<file path="config.mk">
export PLATFORM = sky130hd
export DESIGN_NAME = windowed_rms_level_meter
export DESIGN_NICKNAME = d
export VERILOG_FILES = /design/src/rtl/wrlm_pkg.sv /design/src/rtl/wrlm_ctrl.sv /design/src/rtl/wrlm_datapath.sv /design/src/rtl/windowed_rms_level_meter.sv
export VERILOG_INCLUDE_DIRS = /design/src /design/src/rtl
export SDC_FILE = /design/constraint.sdc
export NUM_CORES = 1
export LEC_CHECK = 0
export BUFFER_PORTS_ARGS = -buffer_cell sky130_fd_sc_hd__buf_2
export CAP_MARGIN = 40
export CORE_UTILIZATION = 40
export DETAILED_ROUTE_END_ITERATION = 8
export GPL_TIMING_DRIVEN = 0
export SETUP_SLACK_MARGIN = 0.02
export SLEW_MARGIN = 5
export SYNTH_ARGS = -nofsm -noshare
export SYNTH_HDL_FRONTEND = slang
export SYNTH_SLANG_ARGS = --single-unit
</file>
<file path="constraint.sdc">
create_clock -name clock -period 11.2 [get_ports clock]
set_clock_uncertainty 0.15 [all_clocks]
set_input_delay 0 -clock clock [delete_from_list [all_inputs] [get_ports clock]]
set_output_delay 0 -clock clock [all_outputs]
set_load 0.05 [all_outputs]
</file>
<file path="src/rtl/windowed_rms_level_meter_macros.svh">
// ----------------------------------------------------------------------------
// Assertion macros for the windowed RMS level meter
// Concurrent checks clocked on clock, disabled while reset is high.
// ----------------------------------------------------------------------------
`ifndef WINDOWED_RMS_LEVEL_METER_MACROS_SVH
`define WINDOWED_RMS_LEVEL_METER_MACROS_SVH

// same-cycle implication
`define WRLM_ASSERT_IMPL(lbl, ante, cons, msg) \
   lbl: assert property (@(posedge clock) disable iff (reset) (ante) |-> (cons)) else $error(msg);

// next-cycle implication
`define WRLM_ASSERT_NEXT(lbl, ante, cons, msg) \
   lbl: assert property (@(posedge clock) disable iff (reset) (ante) |=> (cons)) else $error(msg);

`endif

</file>
<file path="src/rtl/wrlm_pkg.sv">
// ----------------------------------------------------------------------------
// wrlm_pkg
// Shared constants and controller/datapath interface types.
// ----------------------------------------------------------------------------
package wrlm_pkg;

   localparam int SAMPLE_BITS        = 16;
   localparam int MAX_WINDOW_SAMPLES = 65536;

   localparam int IN_W    = 16;               // sample field width
   localparam int SQ_W    = 2 * SAMPLE_BITS - 1;
   localparam int SUM_W   = 48;
   localparam int CNT_W   = 17;
   localparam int RMS_W   = 16;
   localparam int ROOT_W  = SUM_W / 2;
   localparam int SREM_W  = ROOT_W + 1;
   localparam int TDATA_W = 40;               // rms + window_samples, byte padded
   localparam int TUSER_W = 2;

   localparam int CNT_FIELD_MAX = (1 << CNT_W) - 1;
   localparam int COUNT_LIMIT   = (MAX_WINDOW_SAMPLES < CNT_FIELD_MAX) ?
                                  MAX_WINDOW_SAMPLES : CNT_FIELD_MAX;
   localparam int UP_SHIFT      = (SAMPLE_BITS < 16) ? 2 * (16 - SAMPLE_BITS) : 0;
   localparam int DOWN_SHIFT    = (SAMPLE_BITS > 16) ? (SAMPLE_BITS - 16) : 0;

   localparam int DIV_STEPS  = SUM_W;
   localparam int SQRT_STEPS = ROOT_W;
   localparam int STEP_W     = $clog2(DIV_STEPS);

   localparam logic [SUM_W-1:0] SUM_MAX  = {SUM_W{1'b1}};
   localparam logic [RMS_W-1:0] RMS_FULL = RMS_W'(32768);

   typedef struct packed {
      logic take;       // input item transferred
      logic load;       // latch window totals, clear accumulators
      logic div_step;
      logic sq_init;
      logic sq_step;
      logic out_load;
   } cmd_type;

   typedef struct packed {
      logic out_free;   // output register can take a result this cycle
   } status_type;

endpackage

</file>
<file path="src/rtl/wrlm_ctrl.sv">
// ----------------------------------------------------------------------------
// wrlm_ctrl
// Sequencer: accumulate, then divide and square root bit by bit.
// ----------------------------------------------------------------------------
module wrlm_ctrl (
   input  logic                 clock,
   input  logic                 reset,
   input  logic                 req_tvalid,
   input  logic                 req_tlast,
   output logic                 req_tready,
   input  wrlm_pkg::status_type status,
   output wrlm_pkg::cmd_type    cmd
);
   import wrlm_pkg::*;

   localparam logic [2:0] ST_IDLE   = 3'd0;
   localparam logic [2:0] ST_FIN    = 3'd1;
   localparam logic [2:0] ST_LOAD   = 3'd2;
   localparam logic [2:0] ST_DIV    = 3'd3;
   localparam logic [2:0] ST_SQINIT = 3'd4;
   localparam logic [2:0] ST_SQRT   = 3'd5;
   localparam logic [2:0] ST_DONE   = 3'd6;

   localparam logic [STEP_W-1:0] DIV_LAST  = STEP_W'(DIV_STEPS - 1);
   localparam logic [STEP_W-1:0] SQRT_LAST = STEP_W'(SQRT_STEPS - 1);

   logic [2:0]        state_ff, state_in;
   logic [STEP_W-1:0] step_ff, step_in;

   always_comb begin
      state_in   = state_ff;
      step_in    = step_ff;
      cmd        = '0;
      req_tready = 1'b0;
      unique case (state_ff)
         ST_IDLE: begin
            req_tready = 1'b1;
            cmd.take   = req_tvalid;
            if (req_tvalid && req_tlast) begin
               state_in = ST_FIN;
            end
         end
         ST_FIN: begin
            // last square lands in the sum this cycle
            state_in = ST_LOAD;
         end
         ST_LOAD: begin
            cmd.load = 1'b1;
            step_in  = '0;
            state_in = ST_DIV;
         end
         ST_DIV: begin
            cmd.div_step = 1'b1;
            step_in      = step_ff + 1'b1;
            if (step_ff == DIV_LAST) begin
               state_in = ST_SQINIT;
            end
         end
         ST_SQINIT: begin
            cmd.sq_init = 1'b1;
            step_in     = '0;
            state_in    = ST_SQRT;
         end
         ST_SQRT: begin
            cmd.sq_step = 1'b1;
            step_in     = step_ff + 1'b1;
            if (step_ff == SQRT_LAST) begin
               state_in = ST_DONE;
            end
         end
         ST_DONE: begin
            if (status.out_free) begin
               cmd.out_load = 1'b1;
               state_in     = ST_IDLE;
            end
         end
         default: begin
            state_in = ST_IDLE;
         end
      endcase
   end

   always_ff @(posedge clock) begin
      if (reset) begin
         state_ff <= ST_IDLE;
         step_ff  <= '0;
      end else begin
         state_ff <= state_in;
         step_ff  <= step_in;
      end
   end

endmodule

</file>
<file path="src/rtl/wrlm_datapath.sv">
// ----------------------------------------------------------------------------
// wrlm_datapath
// Square/accumulate, restoring divider, bit-pair square root, output register.
// ----------------------------------------------------------------------------
module wrlm_datapath (
   input  logic                                clock,
   input  logic                                reset,
   input  wrlm_pkg::cmd_type                   cmd,
   output wrlm_pkg::status_type                status,
   input  logic [wrlm_pkg::IN_W-1:0]           req_tdata,
   input  logic                                req_tuser,
   output logic                                rsp_tvalid,
   input  logic                                rsp_tready,
   output logic [wrlm_pkg::TDATA_W-1:0]        rsp_tdata,
   output logic [wrlm_pkg::TUSER_W-1:0]        rsp_tuser
);
   import wrlm_pkg::*;

   // accumulator stage
   logic [SQ_W-1:0]  sq_ff, sq_in;
   logic             sq_pend_ff, sq_pend_in;
   logic [CNT_W-1:0] count_ff, count_in;
   logic [SUM_W-1:0] sum_ff, sum_in;
   logic             sat_ff, sat_in;

   // divider
   logic [SUM_W-1:0] dvd_ff, dvd_in;
   logic [CNT_W-1:0] dvs_ff, dvs_in;
   logic [CNT_W-1:0] rem_ff, rem_in;
   logic [CNT_W-1:0] win_cnt_ff, win_cnt_in;
   logic             win_sat_ff, win_sat_in;

   // square root
   logic [SUM_W-1:0]  rad_ff, rad_in;
   logic [SREM_W-1:0] srem_ff, srem_in;
   logic [ROOT_W-1:0] root_ff, root_in;

   // output register
   logic               out_valid_ff, out_valid_in;
   logic [RMS_W-1:0]   out_rms_ff, out_rms_in;
   logic [CNT_W-1:0]   out_cnt_ff, out_cnt_in;
   logic               out_empty_ff, out_empty_in;
   logic               out_sat_ff, out_sat_in;

   logic signed [SAMPLE_BITS-1:0]   smp;
   logic signed [2*SAMPLE_BITS-1:0] prod;
   logic [CNT_W:0]    rem_t;
   logic              q_bit;
   logic [SREM_W+1:0] srem_t;
   logic [SREM_W+1:0] trial;
   logic              r_bit;
   logic [ROOT_W-1:0] root_sh;

   assign smp  = $signed(req_tdata[SAMPLE_BITS-1:0]);
   assign prod = smp * smp;

   assign rem_t = {rem_ff, dvd_ff[SUM_W-1]};
   assign q_bit = (rem_t >= {1'b0, dvs_ff});

   assign srem_t  = {srem_ff, rad_ff[SUM_W-1 -: 2]};
   assign trial   = {1'b0, root_ff, 2'b01};
   assign r_bit   = (srem_t >= trial);
   assign root_sh = root_ff >> DOWN_SHIFT;

   always_comb begin
      sq_in      = sq_ff;
      sq_pend_in = 1'b0;
      count_in   = count_ff;
      sum_in     = sum_ff;
      sat_in     = sat_ff;

      // squares are added in the cycle after the transfer
      if (sq_pend_ff) begin
         if (SUM_W'(sq_ff) > (SUM_MAX - sum_ff)) begin
            sum_in = SUM_MAX;
            sat_in = 1'b1;
         end else begin
            sum_in = sum_ff + SUM_W'(sq_ff);
         end
      end

      if (cmd.take && req_tuser) begin
         if (count_ff >= CNT_W'(COUNT_LIMIT)) begin
            sat_in = 1'b1;
         end else begin
            count_in   = count_ff + 1'b1;
            sq_in      = prod[SQ_W-1:0];
            sq_pend_in = 1'b1;
         end
      end

      if (cmd.load) begin
         sum_in   = '0;
         count_in = '0;
         sat_in   = 1'b0;
      end
   end

   always_comb begin
      dvd_in     = dvd_ff;
      dvs_in     = dvs_ff;
      rem_in     = rem_ff;
      win_cnt_in = win_cnt_ff;
      win_sat_in = win_sat_ff;
      if (cmd.load) begin
         dvd_in     = sum_ff;
         dvs_in     = count_ff;
         rem_in     = '0;
         win_cnt_in = count_ff;
         win_sat_in = sat_ff;
      end else if (cmd.div_step) begin
         rem_in = q_bit ? CNT_W'(rem_t - {1'b0, dvs_ff}) : rem_t[CNT_W-1:0];
         dvd_in = {dvd_ff[SUM_W-2:0], q_bit};
      end
   end

   always_comb begin
      rad_in  = rad_ff;
      srem_in = srem_ff;
      root_in = root_ff;
      if (cmd.sq_init) begin
         rad_in  = dvd_ff << UP_SHIFT;
         srem_in = '0;
         root_in = '0;
      end else if (cmd.sq_step) begin
         rad_in  = {rad_ff[SUM_W-3:0], 2'b00};
         srem_in = r_bit ? SREM_W'(srem_t - trial) : srem_t[SREM_W-1:0];
         root_in = {root_ff[ROOT_W-2:0], r_bit};
      end
   end

   always_comb begin
      out_valid_in = out_valid_ff && !rsp_tready;
      out_rms_in   = out_rms_ff;
      out_cnt_in   = out_cnt_ff;
      out_empty_in = out_empty_ff;
      out_sat_in   = out_sat_ff;
      if (cmd.out_load) begin
         out_valid_in = 1'b1;
         out_cnt_in   = win_cnt_ff;
         out_empty_in = (win_cnt_ff == '0);
         out_sat_in   = win_sat_ff;
         if (win_cnt_ff == '0) begin
            out_rms_in = '0;
         end else if (root_sh > ROOT_W'(RMS_FULL)) begin
            out_rms_in = RMS_FULL;
         end else begin
            out_rms_in = root_sh[RMS_W-1:0];
         end
      end
   end

   always_ff @(posedge clock) begin
      if (reset) begin
         sq_pend_ff   <= 1'b0;
         count_ff     <= '0;
         sum_ff       <= '0;
         sat_ff       <= 1'b0;
         out_valid_ff <= 1'b0;
      end else begin
         sq_pend_ff   <= sq_pend_in;
         count_ff     <= count_in;
         sum_ff       <= sum_in;
         sat_ff       <= sat_in;
         out_valid_ff <= out_valid_in;
      end
   end

   always_ff @(posedge clock) begin
      sq_ff        <= sq_in;
      dvd_ff       <= dvd_in;
      dvs_ff       <= dvs_in;
      rem_ff       <= rem_in;
      win_cnt_ff   <= win_cnt_in;
      win_sat_ff   <= win_sat_in;
      rad_ff       <= rad_in;
      srem_ff      <= srem_in;
      root_ff      <= root_in;
      out_rms_ff   <= out_rms_in;
      out_cnt_ff   <= out_cnt_in;
      out_empty_ff <= out_empty_in;
      out_sat_ff   <= out_sat_in;
   end

   assign status.out_free = !out_valid_ff || rsp_tready;

   assign rsp_tvalid = out_valid_ff;
   assign rsp_tdata  = {{(TDATA_W - RMS_W - CNT_W){1'b0}}, out_cnt_ff, out_rms_ff};
   assign rsp_tuser  = {out_sat_ff, out_empty_ff};

endmodule

</file>
<file path="src/rtl/windowed_rms_level_meter.sv">
// ----------------------------------------------------------------------------
// windowed_rms_level_meter
// RMS level of interleaved PCM samples over windows closed by tlast.
// ----------------------------------------------------------------------------
// Input stream req_*: tdata = sample, tuser = has_sample, tlast = window_end.
// Items inside a window transfer at one per cycle; each valid sample is
// squared and added to a 48-bit sum, with a sample count beside it.
// An item with tlast closes the window after its own sample. The block then
// stops taking input while it settles the last square, latches the totals,
// runs the bit-serial restoring divider (sum / count), starts and runs the
// bit-pair square root and moves the result into the output register.
// rsp_tvalid rises and input opens again in the same cycle.
// Output stream rsp_*: one transfer per closed window, rms and window_samples
// in tdata, empty_window and saturated flags in tuser. An empty window gives
// rms 0 with empty_window set. Sum and count saturate and raise saturated.
// A stalled receiver holds the result in the output register; the next
// window still accumulates, and only its closing result waits for the
// register to free up, with input held off until then.
// Reset (synchronous) clears the accumulators, the sequencer and the output.
// ----------------------------------------------------------------------------
`include "windowed_rms_level_meter_macros.svh"

module windowed_rms_level_meter (
   input  logic                                clock,
   input  logic                                reset,
   input  logic                                req_tvalid,
   output logic                                req_tready,
   input  logic [wrlm_pkg::IN_W-1:0]           req_tdata,   // [15:0] sample
   input  logic                                req_tuser,   // [0] has_sample
   input  logic                                req_tlast,   // window_end
   output logic                                rsp_tvalid,
   input  logic                                rsp_tready,
   output logic [wrlm_pkg::TDATA_W-1:0]        rsp_tdata,   // [15:0] rms, [32:16] window_samples
   output logic [wrlm_pkg::TUSER_W-1:0]        rsp_tuser    // [0] empty_window, [1] saturated
);
   import wrlm_pkg::*;

   cmd_type    cmd;
   status_type status;

   wrlm_ctrl u_ctrl (
      .clock      (clock),
      .reset      (reset),
      .req_tvalid (req_tvalid),
      .req_tlast  (req_tlast),
      .req_tready (req_tready),
      .status     (status),
      .cmd        (cmd)
   );

   wrlm_datapath u_datapath (
      .clock      (clock),
      .reset      (reset),
      .cmd        (cmd),
      .status     (status),
      .req_tdata  (req_tdata),
      .req_tuser  (req_tuser),
      .rsp_tvalid (rsp_tvalid),
      .rsp_tready (rsp_tready),
      .rsp_tdata  (rsp_tdata),
      .rsp_tuser  (rsp_tuser)
   );

   `WRLM_ASSERT_IMPL(a_empty_zero, rsp_tvalid && rsp_tuser[0],
      (rsp_tdata[15:0] == '0) && (rsp_tdata[32:16] == '0),
      "empty window result must carry zero rms and count")
   `WRLM_ASSERT_IMPL(a_count_nonempty, rsp_tvalid && !rsp_tuser[0],
      rsp_tdata[32:16] != '0,
      "non-empty window result must carry a count")
   `WRLM_ASSERT_IMPL(a_rms_range, rsp_tvalid, rsp_tdata[15:0] <= RMS_FULL,
      "rms above full scale")
   `WRLM_ASSERT_NEXT(a_close_busy, req_tvalid && req_tready && req_tlast, !req_tready,
      "input must stall after a window closes")

endmodule
</file>
# ---- Word-level counts from Yosys, hierarchy flattened
# Cells that the tools add are included.
dict set report op_classes {
  addsub 6
  mul 1
  magnitude_cmp 5
  eq_ne 12
  n_mux 28
  bitwise 2
  n_reduce_logical 18
}
# operator count
set ops {}
lappend ops {{48-bit 2-to-1 mux} 5}
lappend ops {{48-bit by 31-bit adder with 48-bit output} 1}
lappend ops {{31-bit by 48-bit greater-than comparator with 1-bit output} 1}
lappend ops {{48-bit subtractor (first input constant)} 1}
lappend ops {{16-bit by 16-bit multiplier with 31-bit output} 1}
lappend ops {{27-bit by 26-bit >= comparator with 1-bit output} 1}
lappend ops {{25-bit 2-to-1 mux} 1}
lappend ops {{25-bit subtractor} 1}
lappend ops {{24-bit by 16-bit greater-than comparator with 1-bit output (second input constant)} 1}
lappend ops {{3-bit case mux with 7 select lines} 1}
lappend ops {{18-bit by 17-bit >= comparator with 1-bit output} 1}
lappend ops {{17-bit by 1-bit adder with 17-bit output (second input constant)} 1}
lappend ops {{17-bit >= comparator (second input constant)} 1}
lappend ops {{17-bit logical NOT} 1}
lappend ops {{17-bit 2-to-1 mux} 1}
lappend ops {{17-bit subtractor} 1}
lappend ops {{16-bit 2-to-1 mux} 1}
lappend ops {{1-bit 2-to-1 mux} 14}
lappend ops {{3-bit 2-to-1 mux} 4}
lappend ops {{6-bit case mux with 2 select lines} 1}
lappend ops {{2-bit OR reduction} 5}
lappend ops {{3-bit equality test (second input constant)} 3}
lappend ops {{6-bit by 1-bit adder with 6-bit output (second input constant)} 1}
lappend ops {{3-bit by 2-bit equality test with 1-bit output (second input constant)} 2}
lappend ops {{13 further kinds} 21}
dict set report totals {
  ff_bits 323
  wordCells 92
}

# ---- Logic depth before layout (Yosys ltp)
# Gate-level depths: netlist of the first run.
dict set report logic_depth {
  depth_word 6
  ltp_mapped 26
  ltp_nobuf 23
}

# ---- Hierarchy
# Synthesis of the first run repeated with hierarchy kept, for this count alone.
dict set report hier_totals {
  hier_cells 2516
  area_unflattened_um2 25394.4
}
# module n_inst cells_each area_per_inst_um2 seq_area_each_um2
set by_module_without_submodules {}
lappend by_module_without_submodules {wrlm_datapath 1 2441 24781.3 8057.7}
lappend by_module_without_submodules {wrlm_ctrl 1 75 613.1 180.2}

# ---- Worst setup path before layout of the first run
# No wires, ideal clock.
dict set report synth_path {
  kind {input to register}
  startpoint {in req_tdata[15] (netlist bit)}
  endpoint {reg u_datapath.sq_ff[29] (data pin)}
  setup_ns 0.266
  arrival_time_ns 6.055
  required_time_ns 10.784
  path_slack_ns 4.729
  cell_stages 23
  cell_sequence {clkbuf_1 > inv_1 > buf_1 > nor2_1 > fa_1 > inv_1 > fa_1 > inv_1 > fa_1 > fa_1 > fa_1 > inv_1 > fa_1 > inv_1 > ha_1 > clkbuf_1 > nand2_1 > nor2_1 > a221o_1 > a31oi_1 > o21ai_0 > o41ai_1 > xnor2_1}
}
dict set report synth_via {
  elab_chain_len 1
}
# item line_no
set synth_lines {}
lappend synth_lines {{start: declaration} windowed_rms_level_meter.sv:28} ;# input logic [wrlm_pkg::IN_W-1:0] req_tdata,
lappend synth_lines {{16-bit by 16-bit multiplier with 31-bit output} wrlm_datapath.sv:55} ;# assign prod = smp * smp;
lappend synth_lines {{via u_datapath.prod[29]} wrlm_datapath.sv:46} ;# logic signed [2*SAMPLE_BITS-1:0] prod;
lappend synth_lines {{end signal: assignment} wrlm_datapath.sv:170} ;# sq_ff <= sq_in;
lappend synth_lines {{end: declaration} wrlm_datapath.sv:20} ;# logic [SQ_W-1:0] sq_ff, sq_in;
# The timed path passes the listed nets, and every way through them passes these cells.
# A chain may end at the register's enable or synchronous reset.

# ---- Final worst setup path of the first run
dict set report layout_path {
  startpoint {in req_tdata[1] (netlist bit)}
  endpoint {reg u_datapath.sq_ff[24] (data pin)}
}
# Same word-level chain as after synthesis.

==> flow_metrics.env, run 1 <==
export IMPL_grt_total_usage=0.1840
export IMPL_synth_edf_count=179
export IMPL_async_reset_ff_frac=0
export IMPL_p_leak_nw=11.76
export IMPL_start_util=0.4058
export IMPL_post_cts_buffers=0
export IMPL_rows=91
export IMPL_rsz0062_at_grt="false"
export IMPL_synthCells=2566
export IMPL_fin_crit_ns=7.099
export IMPL_core_area_um2=61940
export IMPL_ys_seq_elements=322
export IMPL_peakVddDrop_mv=0.2622
export IMPL_drv_slew=0
export IMPL_crit_start="req_tdata[1]"
export IMPL_io_pins=66
export IMPL_r2r_slack_ns=7.34
export IMPL_r2r_cells=11
export IMPL_grt_overflow_total=0
export IMPL_clk_latency_ns=0.53
export IMPL_max_cap_violations=0
export IMPL_status="complete, no violations"
export IMPL_crit_top_cell="fa_1"
export IMPL_cp_arrival_ns=7.21
export IMPL_gp_congestion=0.8935
export IMPL_synth_top_flop_cell="edfxtp_1"
export IMPL_cts_buffers=36
export IMPL_routed_wl_um=57330
export IMPL_die_area_um2=63840
export IMPL_die_w_um=252.7
export IMPL_relSlewSlack=0.4259
export IMPL_via_per_inst=5.091
export IMPL_antenna_found_initial=0
export IMPL_synth_distinct_cells=79
export IMPL_rr_endpoint="u_ctrl.state_ff[1]$_SDFFE_PP0P_"
export IMPL_syn2layout_area_growth_pct=10.61
export IMPL_setup_tns_ns=0
export IMPL_nNetsFinal=3096
export IMPL_first_iter_violations=825
export IMPL_rr_startpoint="u_ctrl.state_ff[2]$_SDFFE_PP0P_"
export IMPL_powerDensity_nw_per_um2=332.2
export IMPL_crit_path_end_kind="register"
export IMPL_critPathLaunchType="input port"
export IMPL_finalHoldViolCount=0
export IMPL_cp_endpoint="u_datapath.sq_ff[24]$_DFFE_PP_"
export IMPL_antenna_left=0
export IMPL_crit_slowest_cell="o41ai_1"
export IMPL_netlist_area_um2=25130
export IMPL_path_class="input port to register"
export IMPL_fin_crit_sh=0.6339
export IMPL_clock_path_buffers=3
export IMPL_cts_root_buf="clkbuf_16"
export IMPL_io_buffers=56
export IMPL_cts_clk_slew_worst_paths_ns=0.06
export IMPL_crit_chain="dlygate4sd3_1 > buf_2 > clkbuf_1 > clkbuf_1 > nand2_1 > fa_1 > fa_1 > fa_1 > inv_1 > fa_1 > fa_1 > inv_1 > fa_1 > inv_1 > ha_1 > and3_1 > and4_1 > nand4_1 > nand2_1 > o41ai_1 > o2111ai_1 > a21oi_1 > xnor2_1"
export IMPL_grt_pass1_vias=18440
export IMPL_total_power_mw=9.236
export IMPL_final_area_um2=27800
export IMPL_cts_sinks=322
export IMPL_die_y_um=252.7
export IMPL_path_max_fanout=10
export IMPL_final_setup_viol_count=0
export IMPL_yosysWarnings=0
export IMPL_n_fill_cell=6001
export IMPL_ys_seq_area_frac=0.3278
export IMPL_cts_tree="yes"
export IMPL_grt_max_degree=39
export IMPL_max_freq_ghz=0.1409
export IMPL_cts_max_level=2
export IMPL_max_stage_delay_ns=0.69
export IMPL_drtPass1Iterations=5
export IMPL_place_area_um2=26600
export IMPL_min_path_type="input port to register"
export IMPL_worst_pin_slew_ns=0.8603
export IMPL_routedWlPerCell_um=16.18
export IMPL_synth_avg_cell_area_um2=9.795
export IMPL_drcViolationCount=0
export IMPL_antenna_cells=0
export IMPL_drive_above_1_share=0.09863
export IMPL_dp_hpwl_um=45690
export IMPL_vias=18040
export IMPL_grt_pass1_wl_um=95330
export IMPL_required_ns=11.31
-- cells by family (layout without fill, tap and decap cells) --
| family | after synthesis | after routing | share of synthesized area |
|---|---|---|---|
| other cells | 1 | 7 | 0.0001492 |
| simple gates | 621 | 621 | 0.1160 |
| compound gates | 478 | 478 | 0.1202 |
| flops | 322 | 322 | 0.3278 |
| xor+xnor | 124 | 124 | 0.04321 |
| fa+ha+maj | 394 | 394 | 0.2651 |
| mux | 110 | 110 | 0.04849 |
| buf+inv | 516 | 651 | 0.07905 |
-- critical path, delay by kind of cell --
kind | cells | cell delay (ns)
simple gates | 5 | 0.81
buf+inv | 7 | 1.67
fa+ha+maj | 7 | 3.50
compound gates | 3 | 1.13
xor+xnor | 1 | 0.08
-- where the power goes --
| group | switching, mW | internal [mW] |
|---|---|---|
| logic | 3.60 | 2.76 |
| clock network | 0.489 | 0.630 |
| registers | 0.0877 | 1.68 |
| total | 4.17 | 5.06 |
-- per-layer routing --
metal  global-route usage  routed length (µm)  vias to the layer above  part of all wire
met5                    0                   0                        -                 0
li1                     -                   -                     8865                 -
met3              0.01699                1916                       93             0.033
met1               0.2381               26030                     8703              0.45
met4              0.05351                1482                        0             0.026
met2               0.3250               27900                      381              0.49
-- cell usage after synthesis (12+ instances only) --
cell	count	share of area
a211oi_1	16	0.0048
a21o_1	29	0.0087
a21oi_1	132	0.026
a31oi_1	29	0.0072
and2_1	41	0.010
and3_1	22	0.0055
clkbuf_1	79	0.012
dfxtp_1	143	0.11
edfxtp_1	179	0.21
fa_1	231	0.18
ha_1	163	0.081
inv_1	417	0.062
mux2_2	94	0.042
mux2i_1	16	0.0064
nand2_1	243	0.036
nand2b_1	12	0.0030
nand3_1	30	0.0060
nand4_1	24	0.0060
nor2_1	131	0.020
nor2b_1	15	0.0037
nor3_1	29	0.0058
nor4_1	28	0.0070
o21a_1	14	0.0042
o21ai_0	136	0.027
o21bai_1	14	0.0042
or2_2	13	0.0032
xnor2_1	83	0.029
xor2_1	41	0.014
-- timing repair --
action                                  in CTS  in global routing
resized for setup                            0                  0
hold buffers                                 9                  0
hold endpoints to repair                    34                  0
endpoints found under the setup margin       0                  0
-- registers in the layout (all words and copies together) (netlist names), 3 cells and up --
register and flops:
u_datapath.sum_ff 48, u_datapath.rad_ff 48, u_ctrl.step_ff 6, u_datapath.out_rms_ff 16, u_ctrl.state_ff 3, u_datapath.out_cnt_ff 17
u_datapath.root_ff 24, u_datapath.dvs_ff 17, u_datapath.sq_ff 30, u_datapath.srem_ff 25, u_datapath.count_ff 17, u_datapath.rem_ff 17
u_datapath.dvd_ff 48
-- layout by cell type (no fill, tap or decap), types with 9 or more instances in the layout --
master	synthesis	routed
a211oi_1	16	16
a21o_1	29	29
a21oi_1	132	132
a31oi_1	29	29
a32oi_1	9	9
and2_1	41	41
and3_1	22	22
buf_2	6	62
buf_4	9	10
clkbuf_1	79	86
clkbuf_16	0	36
dfxtp_1	143	143
dlygate4sd3_1	0	9
edfxtp_1	179	179
fa_1	231	231
ha_1	163	163
inv_1	417	415
mux2_2	94	94
mux2i_1	16	16
nand2_1	243	243
nand2b_1	12	12
nand3_1	30	30
nand4_1	24	24
nor2_1	131	131
nor2b_1	15	14
nor3_1	29	29
nor4_1	28	27
o21a_1	14	14
o21ai_0	136	136
o21bai_1	14	14
or2_2	13	13
or3_1	9	9
xnor2_1	83	83
xor2_1	41	41
-- layout make-up --
class,count,area (µm²),share of cell area
inverters,417,1565,0.05630
multi-input cells,1734,14950,0.5378
plain buffers,99,422.9,0.01521
clock buffers,45,944.7,0.03398
clock inverters,20,166.4,0.005986
repair buffers,70,465.4,0.01674
well taps,837,1047,0.03767
flip-flops and latches,322,8238,0.2963
-- metrics by stage --
stage                       util  std cells  setup slack (ns)  hold WS (ns)
after floorplan                -       2572             4.729      -0.07153
after global placement    0.4276       3465             3.598        0.1457
after detailed placement  0.4294       3470             3.508        0.1499
after CTS                 0.4488       3544             4.053        0.1990
after global routing      0.4488       3544             3.545        0.2266
final                     0.4488       3544             4.101        0.2339
-- worst min path at each step --
stage,from,endpoint,slack [ns],depth (start not counted)
2_1_floorplan,reset,u_ctrl.state_ff[1]$_SDFFE_PP0P_,-0.07,1
3_3_place_gp,reset,u_ctrl.state_ff[1]$_SDFFE_PP0P_,0.15,2
3_5_place_dp,reset,u_ctrl.state_ff[1]$_SDFFE_PP0P_,0.15,2
4_1_cts,rsp_tready,u_datapath.rsp_tvalid$_SDFF_PP0_,0.20,4
5_1_grt,req_tdata[0],u_datapath.sq_ff[0]$_DFFE_PP_,0.23,2
6_report,rsp_tready,u_datapath.rsp_tvalid$_SDFF_PP0_,0.23,4
Note: power is estimated with default switching activity, not from simulation.
==> run 2: changes to the inputs <==
==> constraint.sdc (replaced) <==
create_clock -name clock -period 5.9 [get_ports clock]
set_clock_uncertainty 0.15 [all_clocks]
set_input_delay 0 -clock clock [delete_from_list [all_inputs] [get_ports clock]]
set_output_delay 0 -clock clock [all_outputs]
set_load 0.05 [all_outputs]
==> run 2 against run 1 <==
  * Critical path depth shrank 2
  * Routed wire length is 0.20% lower
  * Global-route usage hardly changed
  * Sequential cell count stayed put
  * Clock power rose by 100%
  * Die area stayed put
  * Final area grew 1.1%
  * Non-clock buffer count grew 1
  * Power rose by 97%
  * First-iteration DRC count rose by 27%
==> flow_metrics.env, run 2 (synthesis gave the netlist of run 1 again) <==
export IMPL_cts_buffers=35
export IMPL_max_cap_violations=0
export IMPL_grt_util_met3=0.01874
export IMPL_powerDensity_nw_per_um2=645.9
export IMPL_rows=91
export IMPL_routedWlPerCell_um=16.14
export IMPL_path_class="input port to register"
export IMPL_clock_path_buffers=3
export IMPL_crit_path_end_kind="register"
export IMPL_final_area_um2=28120
export IMPL_setup_tns_ns=0
export IMPL_crit_top_cell="fa_1"
export IMPL_busiest_layer="met2"
export IMPL_whs_path_depth=3
export IMPL_p_leak_nw=11.92
export IMPL_crit_chain="buf_4 > buf_8 > nand2_1 > fa_1 > inv_1 > fa_1 > fa_1 > fa_1 > fa_1 > inv_1 > fa_1 > inv_1 > ha_1 > and3_2 > and4_1 > nand4_1 > nand2_1 > o41ai_4 > o2111ai_1 > a21oi_1 > xnor2_1"
export IMPL_final_common_cell="inv_1"
export IMPL_io_pins=66
export IMPL_layout_common_cells="inv_1 (410), nand2_1 (242), fa_1 (230)"
export IMPL_antenna_left=0
export IMPL_clk_latency_ns=0.54
export IMPL_gp_congestion=0.9031
export IMPL_die_y_um=252.7
export IMPL_antenna_cells=0
export IMPL_fin_crit_ns=5.701
export IMPL_vias=18100
export IMPL_routed_wl_um=57210
export IMPL_nNetsFinal=3096
export IMPL_fin_crit_sh=0.9663
export IMPL_cts_tree="yes"
export IMPL_max_freq_ghz=0.1754
export IMPL_drcViolationCount=0
export IMPL_min_path_type="input port to register"
export IMPL_grt_pass1_wl_um=95600
export IMPL_grt_overflow_total=0
export IMPL_reg_top3="u_datapath.dvd_ff: 48 flops, u_datapath.rad_ff: 48 flops, u_datapath.sum_ff: 48 flops"
export IMPL_io_buffers=56
export IMPL_grt_max_degree=31
export IMPL_drive_above_1_share=0.1156
export IMPL_finalHoldViolCount=0
export IMPL_peakVddDrop_mv=0.5843
export IMPL_die_w_um=252.7
export IMPL_critPathLaunchType="input port"
export IMPL_grt_pass1_vias=18610
export IMPL_cts_max_level=2
export IMPL_relSlewSlack=0.4119
export IMPL_cts_clk_slew_worst_paths_ns=0.06
export IMPL_rr_endpoint="u_datapath.sum_ff[33]$_SDFFE_PP0P_"
export IMPL_grt_use_met1=0.2357
export IMPL_drv_slew=0
export IMPL_r2r_slack_ns=2.07
export IMPL_die_area_um2=63840
export IMPL_core_area_um2=61940
export IMPL_antenna_found_initial=0
export IMPL_final_setup_viol_count=0
export IMPL_cts_sinks=322
export IMPL_via_per_inst=5.107
export IMPL_n_fill_cell=5852
export IMPL_final_core_util=0.4539
export IMPL_grt_util_met2=0.3285
export IMPL_cts_root_buf="clkbuf_16"
export IMPL_syn2layout_area_growth_pct=11.86
export IMPL_status="complete, no violations"
export IMPL_drtPass1Iterations=5
export IMPL_crit_slowest_cell="fa_1"
export IMPL_place_area_um2=26710
export IMPL_required_ns=6.01
export IMPL_cp_arrival_ns=5.81
export IMPL_r2r_cells=10
export IMPL_preCtsSetupSlack_ns=-0.9788
export IMPL_hold_start="req_tdata[1]"
export IMPL_dp_hpwl_um=45790
export IMPL_worst_slack_ns=0.1988
export IMPL_min_to="u_datapath.sq_ff[3]$_DFFE_PP_"
export IMPL_worst_pin_slew_ns=0.8787
export IMPL_rr_startpoint="u_datapath.sum_ff[22]$_SDFFE_PP0P_"
export IMPL_grt_total_usage=0.1838
export IMPL_start_util=0.4058
export IMPL_max_stage_delay_ns=0.57
export IMPL_path_max_fanout=10
export IMPL_first_iter_violations=1046
==> run 2: changes by cell type in the layout (fill, tap and decap cells not counted), sizes merged <==
cell / before / now
clkinv: 9 / 10
clkinvlp: 8 / 7
clkbuf: 125 / 114
bufinv: 1 / 4
buf: 80 / 88
==> run 2: through the flow <==
stage | power, mW | instances | hold slack, ns
finish | 18.16 | 3544 | 0.03396
global route | 19.92 | 3544 | 0.03761
CTS | 18.25 | 3541 | 0.01271
detailed placement | 15.82 | 3470 | 0.1391
global placement | 15.58 | 3465 | 0.1405
floorplan | 13.44 | 2572 | -0.07153
==> run 2: worst max path at each step <==
stage,startpoint,slack (ns),end
4_1_cts,req_tdata[2],0.02,u_datapath.sq_ff[30]$_DFFE_PP_
3_3_place_gp,req_tdata[3],-0.95,u_datapath.sq_ff[30]$_DFFE_PP_
2_1_floorplan,req_tdata[15],0.0008,u_datapath.sq_ff[29]$_DFFE_PP_
3_5_place_dp,req_tdata[3],-0.98,u_datapath.sq_ff[29]$_DFFE_PP_
5_1_grt,req_tdata[2],-0.01,u_datapath.sq_ff[30]$_DFFE_PP_
6_report,req_tdata[5],0.20,u_datapath.sq_ff[24]$_DFFE_PP_
==> run 2: cell type report <==
cell class                      instances  area, µm²  share of cell area
Timing Repair Buffer                   75      513.0             0.01825
Clock buffer                           41      929.6             0.03306
Sequential cell                       322       8238              0.2930
Inverter                              417       1579             0.05616
Buffer                                 95      526.8             0.01874
Tap cell                              837       1047             0.03725
Multi-Input combinational cell       1734      15020              0.5344
Clock inverter                         23      257.7            0.009167
==> run 2: routing by layer <==
metal | vias up | wire, µm
li1 | 8865 | -
met2 | 345 | 28230
met5 | - | 0
met4 | 0 | 1257
met1 | 8812 | 25890
met3 | 77 | 1840
==> run 2: critical path: cells and delay by family <==
family	cells	cell delay [ns]
AO/OA/AOI/OAI	3	0.78
XOR/XNOR	1	0.08
adder cells (fa/ha/maj)	7	3.52
buffers and inverters	5	0.50
AND/OR/NAND/NOR	5	0.90
==> run 2: what timing repair did <==
| action | in CTS | in global routing |
|---|---|---|
| endpoints found under the hold margin | 40 | 0 |
| resized for setup | 19 | 36 |
| hold buffers | 9 | 0 |
| pin swaps | 0 | 3 |
| setup buffers | 1 | 4 |
| endpoints found under the setup margin | 11 | 6 |
==> run 2: where the power goes <==
group | switching (mW) | internal, mW
clock | 0.935 | 1.32
sequential | 0.168 | 3.18
combinational | 7.05 | 5.50
total | 8.15 | 10.0
